`src/hw/rtl/id3p_pkg.sv`:
```
`default_nettype none
// ----------------------------------------------------------------------------
// id3p_pkg: shared types and constants of the ID3v2 text frame parser
// Transaction payloads, parse phase codes, result codes and frame ids.
// ----------------------------------------------------------------------------
package id3p_pkg;

  // longest text field that is sent, in characters
  localparam int FIELD_CHARS = 255;
  localparam int IDX_W       = $clog2(FIELD_CHARS + 1);

  // frames above this size are skipped
  localparam logic [31:0] SIZE_LIMIT = 32'd10000000;

  localparam int POS_W = 34;
  localparam int END_W = 29;

  // tag magic "ID3"
  localparam logic [7:0] MAGIC [3] = '{8'h49, 8'h44, 8'h33};

  // wanted frame ids
  localparam logic [31:0] ID_TITLE  = 32'h5449_5432;  // TIT2
  localparam logic [31:0] ID_ARTIST = 32'h5450_4531;  // TPE1
  localparam logic [31:0] ID_ALBUM  = 32'h5441_4C42;  // TALB

  // text bytes of interest
  localparam logic [7:0] CH_SPACE = 8'h20;
  localparam logic [7:0] CH_DEL   = 8'h7F;
  localparam logic [7:0] BOM_FF   = 8'hFF;
  localparam logic [7:0] BOM_FE   = 8'hFE;

  // text encodings
  localparam logic [7:0] ENC_LATIN1  = 8'd0;
  localparam logic [7:0] ENC_UTF16   = 8'd1;
  localparam logic [7:0] ENC_UTF16BE = 8'd2;
  localparam logic [7:0] ENC_UTF8    = 8'd3;

  // result kinds
  localparam logic [1:0] KIND_CHAR  = 2'd0;
  localparam logic [1:0] KIND_FIELD = 2'd1;
  localparam logic [1:0] KIND_DONE  = 2'd2;

  // field codes
  localparam logic [1:0] FIELD_TITLE  = 2'd0;
  localparam logic [1:0] FIELD_ARTIST = 2'd1;
  localparam logic [1:0] FIELD_ALBUM  = 2'd2;

  localparam logic [2:0] ALL_FOUND = 3'b111;

  // result queue
  localparam int RQ_DEPTH = 4;
  localparam int RQ_PTR_W = $clog2(RQ_DEPTH);
  localparam int RQ_CNT_W = $clog2(RQ_DEPTH + 1);

  typedef enum logic [5:0] {
    PH_TAGHDR = 6'b000001,
    PH_FRMHDR = 6'b000010,
    PH_SKIP   = 6'b000100,
    PH_ENC    = 6'b001000,
    PH_TEXT   = 6'b010000,
    PH_IDLE   = 6'b100000
  } phase_e;

  typedef struct packed {
    logic [7:0] in_byte;
    logic       start_of_file;
    logic       end_of_file;
  } in_item_t;

  typedef struct packed {
    logic [1:0] result_kind;
    logic [1:0] field_select;
    logic [7:0] char_index;
    logic [7:0] char_value;
    logic [7:0] field_length;
    logic [2:0] found_mask;
    logic       tag_ok;
    logic       last_result;
  } result_t;

  // results of one parse step toward the result queue
  typedef struct packed {
    logic [1:0] count;
    result_t    first;
    result_t    second;
  } push_t;

  typedef struct packed {
    phase_e           phase;
    logic [POS_W-1:0] pos;
    logic [2:0]       version;
    logic [END_W-1:0] tag_end;
    logic [31:0]      bytes_left;
    logic [1:0]       target;
    logic             utf16;
    logic             big_endian;
    logic [7:0]       held;
    logic [IDX_W-1:0] out_idx;
    logic [IDX_W-1:0] kept;
    logic             ended;
    logic [2:0]       found;
    logic [3:0]       hdr_cnt;
    logic             pair_half;
    logic             first_pair;
  } parse_state_t;

  localparam parse_state_t STATE_RESET = '{
    phase:      PH_TAGHDR,
    pos:        '0,
    version:    '0,
    tag_end:    '0,
    bytes_left: '0,
    target:     '0,
    utf16:      1'b0,
    big_endian: 1'b0,
    held:       '0,
    out_idx:    '0,
    kept:       '0,
    ended:      1'b0,
    found:      '0,
    hdr_cnt:    '0,
    pair_half:  1'b0,
    first_pair: 1'b0
  };

endpackage
`default_nettype wire

```
`src/hw/rtl/id3p_step.sv`:
```
`default_nettype none
// ----------------------------------------------------------------------------
// id3p_step: parse step of the ID3v2 text frame parser
// Holds the parse state and turns one byte into up to two results.
// ----------------------------------------------------------------------------
module id3p_step
  import id3p_pkg::*;
(
  input  wire logic     clk_i,
  input  wire logic     rst_ni,
  input  wire logic     fire_i,
  input  wire in_item_t item_i,
  output push_t         push_o
);

  parse_state_t st_q, st_d, cur;
  logic [7:0]   hdr_q [8];

  logic [7:0]   b;
  logic [POS_W:0] next_pos;
  logic         finish, finish_all, closed, want_next, have_char;
  logic [IDX_W-1:0] cidx;
  logic [7:0]   cval;
  logic [7:0]   tch;
  logic         take;
  logic         hdr_we;
  logic [2:0]   hdr_addr;
  logic [31:0]  hdr_len;
  logic [31:0]  left_dec;
  logic [31:0]  hdr_ident;
  logic         bom;
  logic [7:0]   lo, hi;
  result_t      char_r, end_r;
  logic         has_end;

  assign b   = item_i.in_byte;
  // start of file restarts the parser before the byte is taken
  assign cur = item_i.start_of_file ? STATE_RESET : st_q;

  assign next_pos  = {1'b0, cur.pos} + {{POS_W{1'b0}}, 1'b1};
  assign left_dec  = cur.bytes_left - 32'd1;
  assign hdr_ident = {hdr_q[0], hdr_q[1], hdr_q[2], hdr_q[3]};

  // frame size, syncsafe in version 4
  always_comb begin
    if (cur.version == 3'd4) begin
      hdr_len = {4'b0, hdr_q[4][6:0], hdr_q[5][6:0], hdr_q[6][6:0], hdr_q[7][6:0]};
    end else begin
      hdr_len = {hdr_q[4], hdr_q[5], hdr_q[6], hdr_q[7]};
    end
  end

  // next state for one byte
  always_comb begin
    st_d      = cur;
    st_d.pos  = next_pos[POS_W-1:0];
    finish    = 1'b0;
    closed    = 1'b0;
    want_next = 1'b0;
    take      = 1'b0;
    tch       = b;
    hdr_we    = 1'b0;
    hdr_addr  = cur.hdr_cnt[2:0];
    bom       = 1'b0;
    lo        = cur.big_endian ? b : cur.held;
    hi        = cur.big_endian ? cur.held : b;

    case (cur.phase)
      PH_TAGHDR: begin
        if (cur.pos < POS_W'(3)) begin
          if (b != MAGIC[cur.pos[1:0]]) begin
            finish = 1'b1;
          end
        end else if (cur.pos == POS_W'(3)) begin
          if (b < 8'd2 || b > 8'd4) begin
            finish = 1'b1;
          end else begin
            st_d.version = b[2:0];
          end
        end else if (cur.pos >= POS_W'(6)) begin
          st_d.tag_end = {1'b0, cur.tag_end[20:0], b[6:0]};
          if (cur.pos >= POS_W'(9)) begin
            st_d.tag_end = {1'b0, cur.tag_end[20:0], b[6:0]} + END_W'(10);
            want_next    = 1'b1;
          end
        end
      end
      PH_FRMHDR: begin
        if (cur.hdr_cnt == 4'd0 && b == 8'd0) begin
          finish = 1'b1;
        end else begin
          hdr_we       = (cur.hdr_cnt < 4'd8);
          st_d.hdr_cnt = cur.hdr_cnt + 4'd1;
          if (cur.hdr_cnt >= 4'd9) begin
            st_d.bytes_left = hdr_len;
            if (hdr_len == 32'd0) begin
              want_next = 1'b1;
            end else begin
              st_d.phase = PH_SKIP;
              if (hdr_len > 32'd1 && hdr_len <= SIZE_LIMIT) begin
                if (hdr_ident == ID_TITLE) begin
                  st_d.target = FIELD_TITLE;
                  st_d.phase  = PH_ENC;
                end else if (hdr_ident == ID_ARTIST) begin
                  st_d.target = FIELD_ARTIST;
                  st_d.phase  = PH_ENC;
                end else if (hdr_ident == ID_ALBUM) begin
                  st_d.target = FIELD_ALBUM;
                  st_d.phase  = PH_ENC;
                end
              end
            end
          end
        end
      end
      PH_SKIP: begin
        st_d.bytes_left = left_dec;
        if (left_dec == 32'd0) begin
          want_next = 1'b1;
        end
      end
      PH_ENC: begin
        st_d.bytes_left = left_dec;
        st_d.out_idx    = '0;
        st_d.kept       = '0;
        st_d.ended      = 1'b0;
        st_d.pair_half  = 1'b0;
        st_d.first_pair = 1'b1;
        st_d.held       = '0;
        st_d.big_endian = (b == ENC_UTF16BE);
        st_d.utf16      = (b == ENC_UTF16 || b == ENC_UTF16BE);
        st_d.phase      = (b <= ENC_UTF8) ? PH_TEXT : PH_SKIP;
      end
      PH_TEXT: begin
        if (!cur.utf16) begin
          // latin-1 and utf-8 are copied up to the first nul
          if (!cur.ended) begin
            if (b == 8'd0) begin
              st_d.ended = 1'b1;
            end else begin
              take = 1'b1;
            end
          end
        end else if (!cur.pair_half) begin
          st_d.held      = b;
          st_d.pair_half = 1'b1;
        end else begin
          st_d.pair_half = 1'b0;
          // byte order mark on the opening pair
          if (cur.first_pair) begin
            st_d.first_pair = 1'b0;
            if ((cur.held == BOM_FF && b == BOM_FE) ||
                (cur.held == BOM_FE && b == BOM_FF)) begin
              bom             = 1'b1;
              st_d.big_endian = (cur.held == BOM_FE);
            end
          end
          if (!bom && !cur.ended) begin
            if (hi == 8'd0 && lo >= CH_SPACE && lo < CH_DEL) begin
              take = 1'b1;
              tch  = lo;
            end else if (hi == 8'd0 && lo == 8'd0) begin
              st_d.ended = 1'b1;
            end
          end
        end
        st_d.bytes_left = left_dec;
        if (left_dec == 32'd0) begin
          closed = 1'b1;
        end
      end
      default: begin
      end
    endcase

    // character into the field, up to the field limit
    have_char = take && (cur.out_idx < IDX_W'(FIELD_CHARS));
    cidx      = cur.out_idx;
    cval      = tch;
    if (have_char) begin
      st_d.out_idx = cur.out_idx + IDX_W'(1);
      if (tch != CH_SPACE) begin
        st_d.kept = cur.out_idx + IDX_W'(1);
      end
    end

    // field close sets its found bit when its trimmed length is non-zero
    if (closed) begin
      want_next = 1'b1;
      if (st_d.kept != '0) begin
        st_d.found = cur.found | (3'b001 << cur.target);
      end
    end

    // frame boundary: next header or end of walk
    if (want_next) begin
      if (next_pos < {{(POS_W + 1 - END_W){1'b0}}, st_d.tag_end} &&
          st_d.found != ALL_FOUND) begin
        st_d.phase   = PH_FRMHDR;
        st_d.hdr_cnt = 4'd0;
      end else begin
        finish = 1'b1;
      end
    end

    finish_all = finish || (item_i.end_of_file && cur.phase != PH_IDLE);
    if (finish_all) begin
      st_d.phase = PH_IDLE;
    end
  end

  // result words
  always_comb begin
    char_r              = '0;
    char_r.result_kind  = KIND_CHAR;
    char_r.field_select = cur.target;
    char_r.char_index   = 8'(cidx);
    char_r.char_value   = cval;

    end_r = '0;
    if (finish_all) begin
      end_r.result_kind  = KIND_DONE;
      end_r.field_select = closed ? cur.target : FIELD_TITLE;
      end_r.char_value   = closed ? 8'd1 : 8'd0;
      end_r.field_length = closed ? 8'(st_d.kept) : 8'd0;
      end_r.found_mask   = st_d.found;
      end_r.tag_ok       = (st_d.found != 3'b000);
    end else begin
      end_r.result_kind  = KIND_FIELD;
      end_r.field_select = cur.target;
      end_r.field_length = 8'(st_d.kept);
    end
    end_r.last_result = 1'b1;
    has_end           = finish_all || closed;

    char_r.last_result = !has_end;
    push_o.first  = have_char ? char_r : end_r;
    push_o.second = end_r;
    push_o.count  = fire_i ? ({1'b0, have_char} + {1'b0, has_end}) : 2'd0;
  end

  // parse state
  always_ff @(posedge clk_i or negedge rst_ni) begin
    if (!rst_ni) begin
      st_q <= STATE_RESET;
    end else if (fire_i) begin
      st_q <= st_d;
    end
  end

  // frame header bytes
  always_ff @(posedge clk_i) begin
    if (fire_i && hdr_we) begin
      hdr_q[hdr_addr] <= b;
    end
  end

  // a finished parse leaves the walk idle
  assert property (@(posedge clk_i) disable iff (!rst_ni)
    fire_i && finish_all |=> st_q.phase == PH_IDLE)
    else $error("parse did not go idle after finishing");

  // two results are always a character then a field close or final result
  assert property (@(posedge clk_i) disable iff (!rst_ni)
    push_o.count == 2'd2 |-> push_o.first.result_kind == KIND_CHAR &&
      !push_o.first.last_result && push_o.second.result_kind != KIND_CHAR)
    else $error("bad result pair");

  // idle parse is silent until a new file starts
  assert property (@(posedge clk_i) disable iff (!rst_ni)
    fire_i && !item_i.start_of_file && st_q.phase == PH_IDLE |-> push_o.count == 2'd0)
    else $error("result while idle");

endmodule
`default_nettype wire

```
`src/hw/rtl/id3p_res_fifo.sv`:
```
`default_nettype none
// ----------------------------------------------------------------------------
// id3p_res_fifo: result queue of the ID3v2 text frame parser
// Takes up to two results a cycle and hands out one per transaction.
// ----------------------------------------------------------------------------
module id3p_res_fifo
  import id3p_pkg::*;
(
  input  wire logic  clk_i,
  input  wire logic  rst_ni,
  input  wire push_t push_i,
  output logic       room_o,
  output logic       out_valid_o,
  input  wire logic  out_ready_i,
  output result_t    out_o
);

  result_t              mem_q [RQ_DEPTH];
  logic [RQ_PTR_W-1:0]  wr_q, rd_q;
  logic [RQ_CNT_W-1:0]  cnt_q;
  logic                 pop;

  assign out_valid_o = (cnt_q != '0);
  assign out_o       = mem_q[rd_q];
  assign pop         = out_valid_o && out_ready_i;
  // room for a full step of two results
  assign room_o      = (cnt_q <= RQ_CNT_W'(RQ_DEPTH - 2));

  // pointers and fill count
  always_ff @(posedge clk_i or negedge rst_ni) begin
    if (!rst_ni) begin
      wr_q  <= '0;
      rd_q  <= '0;
      cnt_q <= '0;
    end else begin
      wr_q  <= wr_q + RQ_PTR_W'(push_i.count);
      rd_q  <= rd_q + RQ_PTR_W'(pop);
      cnt_q <= cnt_q + RQ_CNT_W'(push_i.count) - RQ_CNT_W'(pop);
    end
  end

  // entry writes
  always_ff @(posedge clk_i) begin
    if (push_i.count != 2'd0) begin
      mem_q[wr_q] <= push_i.first;
    end
    if (push_i.count == 2'd2) begin
      mem_q[wr_q + RQ_PTR_W'(1)] <= push_i.second;
    end
  end

  // never overfilled
  assert property (@(posedge clk_i) disable iff (!rst_ni)
    cnt_q <= RQ_CNT_W'(RQ_DEPTH))
    else $error("result queue overflow");

  // pushes only land with room for them
  assert property (@(posedge clk_i) disable iff (!rst_ni)
    push_i.count != 2'd0 |-> room_o && push_i.count != 2'd3)
    else $error("push without room");

  // a waiting result stays offered and unchanged
  assert property (@(posedge clk_i) disable iff (!rst_ni)
    out_valid_o && !out_ready_i |=> out_valid_o && $stable(out_o))
    else $error("waiting result dropped or changed");

endmodule
`default_nettype wire

```
`src/hw/rtl/id3v2_text_frame_parser.sv`:
```
`default_nettype none
// ----------------------------------------------------------------------------
// id3v2_text_frame_parser: ID3v2 title, artist and album extractor
// Input register, single-pass parse step and a four-entry result queue.
// ----------------------------------------------------------------------------
// The block takes one file byte per transaction and returns the characters of
// the TIT2, TPE1 and TALB text frames, a close result per field with its
// trimmed length, and a final result with the found mask. A taken byte is held
// in the input register and parsed from there, and its results are written into
// the result queue, from which they leave. The sustained rate is one byte per
// cycle while each byte causes at most one result and the output side is ready;
// a byte that emits a character and closes a field has two results, and the
// single output port of the result queue then sets the pace at one result per
// cycle. A byte is parsed only when the result queue has room for two results.
module id3v2_text_frame_parser
  import id3p_pkg::*;
(
  input  wire logic     clk_i,
  input  wire logic     rst_ni,
  input  wire logic     in_valid_i,
  output logic          in_ready_o,
  input  wire in_item_t in_i,
  output logic          out_valid_o,
  input  wire logic     out_ready_i,
  output result_t       out_o
);

  in_item_t in_q;
  logic     in_valid_q;
  logic     room;
  logic     fire;
  push_t    push;

  assign fire       = in_valid_q && room;
  assign in_ready_o = !in_valid_q || fire;

  // input register
  always_ff @(posedge clk_i or negedge rst_ni) begin
    if (!rst_ni) begin
      in_valid_q <= 1'b0;
    end else if (in_ready_o) begin
      in_valid_q <= in_valid_i;
    end
  end

  always_ff @(posedge clk_i) begin
    if (in_valid_i && in_ready_o) begin
      in_q <= in_i;
    end
  end

  // parse step
  id3p_step u_step (
    .clk_i  (clk_i),
    .rst_ni (rst_ni),
    .fire_i (fire),
    .item_i (in_q),
    .push_o (push)
  );

  // result queue
  id3p_res_fifo u_res_fifo (
    .clk_i       (clk_i),
    .rst_ni      (rst_ni),
    .push_i      (push),
    .room_o      (room),
    .out_valid_o (out_valid_o),
    .out_ready_i (out_ready_i),
    .out_o       (out_o)
  );

endmodule
`default_nettype wire

```
`config.mk`:
```
export PLATFORM = sky130hd
export DESIGN_NAME = id3v2_text_frame_parser
export DESIGN_NICKNAME = d
export VERILOG_FILES = /design/src/hw/rtl/id3p_pkg.sv /design/src/hw/rtl/id3p_step.sv /design/src/hw/rtl/id3p_res_fifo.sv /design/src/hw/rtl/id3v2_text_frame_parser.sv
export SDC_FILE = /design/constraint.sdc
export NUM_CORES = 1
export LEC_CHECK = 0
export BUFFER_PORTS_ARGS = -buffer_cell sky130_fd_sc_hd__buf_4
export CORE_MARGIN = 2
export CORE_UTILIZATION = 48
export CTS_BUF_LIST = sky130_fd_sc_hd__clkbuf_2 sky130_fd_sc_hd__clkbuf_4 sky130_fd_sc_hd__clkbuf_8
export DETAILED_ROUTE_END_ITERATION = 8
export PLACE_DENSITY = 0.65
export SLEW_MARGIN = 20
export SYNTH_ARGS = -nofsm -noshare
export SYNTH_HDL_FRONTEND = slang
export SYNTH_SLANG_ARGS = --single-unit
export TNS_END_PERCENT = 10
```
`constraint.sdc`:
```
create_clock -name clk_i -period 10.65 [get_ports clk_i]
set_input_delay 0.5325 -clock clk_i [delete_from_list [all_inputs] [get_ports clk_i]]
set_output_delay 0.5325 -clock clk_i [all_outputs]
set_load 0.02 [all_outputs]
```
==> results of run 1 <==
[layer usage]
layer | GRT usage, % | vias up | share of wire, %
met1 | 36.80 | 8313 | 44
met3 | 4.055 | 110 | 6.7
met2 | 41.18 | 672 | 46
met4 | 8.128 | 0 | 2.7
li1 | - | 8014 | -
met5 | 0 | - | 0
[what timing repair did]
action,in CTS,in global routing
hold buffers,4,0
endpoints found under the hold margin,90,0
setup endpoints to repair,0,0
[cells in the final DEF (no fill, tap or decap), types with 14 or more instances in the layout]
master / Yosys / layout
inv_1: 40 / 39
o211ai_1: 30 / 30
mux4_2: 33 / 33
a22o_1: 76 / 76
or3_1: 26 / 26
o21ai_0: 160 / 160
nor2_1: 130 / 128
dfrtp_1: 149 / 148
nor3_1: 97 / 96
buf_4: 1 / 81
or4_1: 15 / 15
clkbuf_8: 0 / 68
nand3_1: 60 / 60
nand4_1: 35 / 35
xor2_1: 41 / 41
o22ai_1: 23 / 23
o31ai_1: 14 / 14
a21oi_1: 84 / 83
xnor2_1: 29 / 29
nor4_1: 48 / 48
a31oi_1: 14 / 14
ha_1: 48 / 48
dfxtp_1: 64 / 64
mux2i_1: 21 / 21
nand2_1: 329 / 328
nor2b_1: 18 / 18
and3_1: 26 / 26
clkinv_2: 0 / 18
edfxtp_1: 142 / 142
[power groups by stage]
stage | combinational (mW) | sequential [mW] | clock [mW]
floorplan | 1.10 | 1.64 | 0
global placement | 1.48 | 1.67 | 0
detailed placement | 1.51 | 1.68 | 0
CTS | 1.51 | 1.65 | 1.43
global route | 1.65 | 1.67 | 1.48
finish | 1.51 | 1.65 | 1.39
[flip-flops by register name (all words and copies together) (netlist names)]
register	count
u_res_fifo.mem_q	132
u_step.st_q	142
u_res_fifo.cnt_q	3
in_valid_q	1
u_step.hdr_q	64
u_res_fifo.wr_q	2
in_q	10
u_res_fifo.rd_q	2
[cells by family after synthesis]
family | count (synthesis)
compound gates | 533
flops | 356
mux | 56
buf+inv | 184
xor+xnor | 70
fa+ha+maj | 49
simple gates | 882
[through the flow]
step	std cells	hold slack (ns)	setup WS [ns]	instance area, sq um	power [mW]
final	2729	0.04845	1.817	22400	4.558
after global routing	2729	0.01267	1.067	22400	4.798
after CTS	2728	0.0004675	1.489	22390	4.589
after detailed placement	2608	0.4406	1.527	20960	3.182
after global placement	2608	0.4321	1.786	20960	3.153
after floorplan	2130	0.2369	3.472	20220	2.740
[critical path, stage by stage, from the launching register on]
cell       delay [ns]
edfxtp_1         0.41
buf_4            0.25
inv_2            0.57
nand2_1          0.21
ha_1             0.27
a31oi_1          0.18
o31ai_1          0.09
buf_4            0.21
nor2_1           0.44
nand3_1          0.31
or3_1            0.38
a311o_1          0.37
ha_1             0.18
a21oi_1          0.14
nor2_1           0.06
a2111oi_0        0.38
a21oi_1          0.14
nor4_1           0.59
and4b_1          0.37
o21ai_4          0.12
o21ai_2          0.13
buf_4            0.28
nand2_1          0.17
ha_1             0.39
o21ai_0          0.18
nor3b_1          0.70
nor2_2           0.32
inv_1            0.63
[worst max-delay path by stage]
| stage | from | slack (ns) | end | cells past startpoint |
|---|---|---|---|---|
| after floorplan | in_q[1] | 3.47 | u_res_fifo.mem_q[0][0] | 31 |
| after global placement | in_q[1] | 1.79 | u_res_fifo.mem_q[2][2] | 27 |
| after detailed placement | in_q[1] | 1.53 | u_res_fifo.mem_q[2][1] | 27 |
| after CTS | in_q[1] | 1.49 | u_res_fifo.mem_q[2][12] | 27 |
| after global routing | in_q[1] | 1.07 | u_res_fifo.mem_q[3][32] | 27 |
| final | in_q[1] | 1.82 | u_res_fifo.mem_q[2][9] | 27 |
[final cells by class]
cell class | count | area [sq um] | area share [%]
clock inverter | 37 | 364.1 | 1.625
multi-input combinational | 1590 | 10230 | 45.66
tap | 539 | 674.4 | 3.010
antenna | 1 | 2.502 | 0.01117
inverter | 41 | 153.9 | 0.6870
clock buffer | 79 | 1018 | 4.546
timing repair buffer | 86 | 659.4 | 2.943
sequential | 356 | 9301 | 41.52
==> results.md, run 1 <==
* Dominant synthesized flop cell: dfrtp_1
* Clk network pwr share at 30.6%
* Die height at 209.3 microns
* Post-synth ARST share at between 40% and 50%
* Gr usage total at 25.98%
* CTS sink count at 356
* Initial core utilization at 48.43%
* Worst Reg-to-Reg Cells at 27
* Fmax at about 110 MHz
* Gate Count Post-Synth at 2130
* Via density at ~6.3
* Worst EP required at 10.98 ns
* Run status: finished, final reports clean
* # Post-CTS Setup Buffers at 0
* Min cycle time layout at just under 9 ns
* Root Buffer: clkbuf_8
* CP Data Arrival Time at approximately 9.2 ns
* Internal power at 2.825 mW
* Clock-pin slew on the worst setup and hold paths at 0.06 ns
* Area grow syn2layout at 10.78%
* Final core utilization at 53.65%
* Die Wd at 209.3 microns
* Most frequent cell after synthesis: nand2_1
* CTS Buf Count at 61
* Period utilization at 82.94%
* Combinational Power Share at between 30% and 40%
* Synth cell count leaders: nand2_1 (329), o21ai_0 (160), dfrtp_1 (149), edfxtp_1 (142), nor2_1 (130)
* WHS Path Cells at 1
* Final hold vios at 0
* Finish-stage setup viols at 0
* Leading area contributor after synthesis: edfxtp_1
* Via count at 17110
* Simple logic cell fraction of the synthesized area at 21.81%
* Synth top area cells: edfxtp_1 (21%), dfrtp_1 (18%), dfxtp_1 (6.3%)
* Clock buffer depth at 3
* Adder-cell area share of the yosys netlist at 3.069%
* Core area at 0.04176 sq mm
* Cell Area, Synth at 0.02022 sq mm
* Switching share of power at 38.03%
* RSZ-0062 raised after global routing: false
* Post-cts repair resize count at 0
* Crit Path Max Fanout at 37
* Fill cells at 3655
* Mux cell area share after synthesis at 4.826%
* Synth unique cells at 92
* Average size of a mapped cell at 9.494 sq um
* Synth Net Count at 2193
* Drt wl/cell at 20.74 microns
* Sum Neg Setup Slack at 0 ns
* Yosys top cell area share at between 20% and 30%
* Register area share after synthesis at 45.99%
* Largest net degree at the start of global routing at 89
* Pwr Density at 203.5 mW/mm^2
* Leakage power at 8.486 nW
* Max Cap Viol at 0
* Rel. slew slack at ~16%
* Switching power at approximately 1.7 mW
* Reg2reg setup slack at 1.82 ns
* Die area at 0.04379 sq mm
* Syn. warnings at 0
* Worst-Margin Slew at 1.255 ns
* RR Startpoint: in_q[1]
* Hold WC Path Type: in -> reg
* Worst-Skew Late Latency at slightly above 0.7 ns
* Gr ovfl total at 0
* GP Congestion at approximately 0.9
* Clock Skews at 0.05931 ns
* Combinational family with the most area after synthesis: simple AND/OR/NAND/NOR gates
* Sequential share of power at about 36%
* TritonCTS clock tree: built
* Drt pass-1 iters at 6
* Hold EP: in_q[8]
* Reg2reg end: u_res_fifo.mem_q[2][9]
* Pins Over Slew Limit at 0
* Worst setup SP type: register
* CP endpoint kind: register
* Vias in the first global route at ~16000
* Initial antenna violation count at 1
* Post-Synth XOR/XNOR Area at 3.032%
* Fin nets at 2199
* Complex-gate fraction of the synthesized area at 17.64%
* Peak supply drop at 131.3 uV
* Boundary Pins at 49
* Crit path kind: reg -> reg
* Routed wire length at roughly 57 mm
* Share of cells above drive strength 1 at 12.52%
* Rows at 75
* Global-route wire length before repair at 91.06 mm
* DRT antenna net count at 0
* H-tree depth at 2
* Yosys reg bits at ~360
* Hold Crit Start: in_i[8]
* PortBufs at 48
* Number of synthesized flops with an enable pin at 142
* DRC at 0
* Drt initial violations at about 1600
* Post-DP HPWL at between 30 and 40 mm
No activity file was read; power rests on OpenSTA's default activity.
==> run 2, diff against run 1 <==
Clock period 10.65 ns to 8.3 ns, I/O delays scaled along.
==> run 2 against run 1 <==
Against the previous run:
- critical path depth unchanged
- first-iteration DRC count rose by 4.6%
- utilization grew 0.52 points
- clock power grew 32%
- count of clock-buffer cells in the layout up 14
- register-to-register slack lost 1.2 ns
- cell count up 0.48%
- die area unchanged
- routed wire length up 2.1%
- sequential share of layout area decreased by 0.40 points
- sequential power is 30% higher
- largest cell class unchanged
==> results.md, run 2 (same netlist as run 1, synthesis figures left out) <==
* Run status: finished, final reports clean
* Gr ovfl total at 0
* Pwr Density at 262.7 mW/mm^2
* Drt initial violations at 1691
* GP Congestion at 0.9307
* Hold WC Path Type: in -> reg
* Worst-Skew Late Latency at 0.70 ns
* RSZ-0062 raised after global routing: false
* Area grow syn2layout at 11.85%
* DRT antenna net count at 0
* Fill cells at 3684
* Fmax at roughly 130 MHz
* CP endpoint kind: register
* Total power at 5.942 mW
* CP max stage cell: nor4_1
* CP Data Arrival Time at 7.91 ns
* Top Registers: u_step.st_q (142), u_res_fifo.mem_q (132), u_step.hdr_q (64)
* Max Cap Viol at 0
* TritonCTS clock tree: built
* Switching power at 2.233 mW
* Root Buffer: clkbuf_8
* Sequential share of power at 36.1%
* Via count at 17260
* Worst-Margin Slew at 1.164 ns
* Peak supply drop at 166.2 uV
* PortBufs at 48
* Boundary Pins at 49
* CP Buf/Inv Count at 5
* Global-route wire length before repair at 92.71 mm
* Number of flip-flops in the largest register at 142
* DRC at 0
* Clock buffer depth at 3
* Most common cell after layout, fill and taps aside: nand2_1
* Crit path kind: reg -> reg
* Fin nets at 2214
* Die Wd at 209.3 microns
* Internal power at ~3.7 mW
* Sum Neg Setup Slack at 0 ns
* Pins Over Slew Limit at 0
* Worst setup SP type: register
* Vias in the first global route at approximately 16000
* Finish-stage setup viols at 0
* Crit Path Max Fanout at 18
* Post-DP HPWL at 38.96 mm
* Worst EP required at 8.57 ns
* Leakage power at 8.586 nW
* Clock-pin slew on the worst setup and hold paths at 0.06 ns
* Drt wl/cell at 21.08 microns
* Switching share of power at 37.58%
* Min cycle time layout at about 7.6 ns
* Core area at 0.04176 sq mm
* Clock Skews at 0.04193 ns
* Clk network pwr share at 31.0%
* Final hold vios at 0
* Rows at 75
* CP max stage delay at 0.55 ns
* Die area at 0.04379 sq mm
* Combinational Power Share at about a third
* Die height at 209.3 microns
* Via density at 6.295
* Family with the most delay on the worst path: simple AND/OR/NAND/NOR gates
* Drt pass-1 iters at 6
* Routed wire length at between 50 and 60 mm
* Commonest cells after routing, fill and taps aside: nand2_1 (328), o21ai_0 (160), dfrtp_1 (148)
* Rel. slew slack at 21.68%
* Gr usage total at 26.35%
* Share of cells above drive strength 1 at 12.94%
* Largest net degree at the start of global routing at 139
* CTS Buf Count at between 60 and 70
* H-tree depth at 2
* Initial core utilization at 48.43%
* Initial antenna violation count at 0
* Period utilization at around 92%
* Biggest register: u_step.st_q
* CTS sink count at 356
* # diodes at 0
run 2: cell types whose count changed in the layout (fill, tap and decap cells not counted), moves of 2 or more:
| cell | previous run | this run |
|---|---|---|
| clkbuf_8 | 68 | 76 |
| nor2_1 | 128 | 130 |
| buf_4 | 81 | 87 |
| clkinv_2 | 18 | 9 |
| clkinv_1 | 10 | 5 |
| dlygate4sd3_1 | 4 | 12 |
| clkbuf_4 | 11 | 17 |
| nor2_2 | 2 | 0 |
run 2: timing repair:
| item | in CTS | in global routing |
|---|---|---|
| hold endpoints to repair | 98 | 0 |
| buffers inserted | 0 | 0 |
| setup endpoints to repair | 0 | 54 |
| hold buffers | 12 | 0 |
| gates resized for setup | 0 | 1 |
run 2: worst paths after layout:
path | from | to | slack, ns | cells after the start
worst min-delay path | out_ready_i | u_res_fifo.rd_q[0] | 0.13 | 3
worst max register to register | in_q[1] | u_res_fifo.mem_q[1][32] | 0.66 | 27
max in group asynchronous | rst_ni | u_step.st_q[54] | 6.51 | 3
min in group asynchronous | rst_ni | u_step.st_q[32] | 0.41 | 2
worst min register to register | u_res_fifo.mem_q[2][18] | u_res_fifo.mem_q[2][18] | 0.45 | 2
worst max-delay path | in_q[1] | u_res_fifo.mem_q[1][32] | 0.66 | 27
run 2: cell type report:
cell class	instances	area [sq um]	area share, %
inverter	41	153.9	0.6804
clock buffer	93	1174	5.189
clock inverter	22	280.3	1.239
timing repair buffer	101	804.5	3.557
multi-input combinational	1590	10230	45.23
tap	539	674.4	2.982
sequential	356	9301	41.12
run 2: worst min-delay path: cells and delay by family:
family / cells / cell delay, ns
buffers and inverters: 1 / 0.07
and+or+nand+nor: 1 / 0.17
adders and majority gates: 1 / 0.14
run 2: routing by layer:
metal | share of wire (%) | GRT usage (%)
met1 | 45 | 37.41
met2 | 46 | 41.74
met3 | 6.4 | 4.100
met4 | 2.4 | 8.103
met5 | 0 | 0
run 2: per-stage QoR:
stage / hold WS (ns) / instances / instance area (sq um) / worst slack, ns / utilization (%)
after global placement: 0.4320 / 2615 / 21030 / 0.8131 / 50.36
after global routing: 0.1005 / 2742 / 22620 / 0.05083 / 54.16
after detailed placement: 0.4414 / 2615 / 21030 / 0.5240 / 50.36
after floorplan: 0.1194 / 2130 / 20220 / 1.122 / -
after CTS: 0.09373 / 2742 / 22600 / 0.4756 / 54.12
final: 0.1268 / 2742 / 22620 / 0.6617 / 54.16
run 2: power by group through the flow:
| stage | Combinational (mW) | Sequential, mW | Clock, mW |
|---|---|---|---|
| 2_1_floorplan | 1.41 | 2.11 | 0 |
| 3_3_place_gp | 1.90 | 2.17 | 0 |
| 3_5_place_dp | 1.93 | 2.17 | 0 |
| 4_1_cts | 1.94 | 2.14 | 1.88 |
| 5_1_grt | 2.13 | 2.16 | 1.96 |
| 6_report | 1.96 | 2.14 | 1.84 |
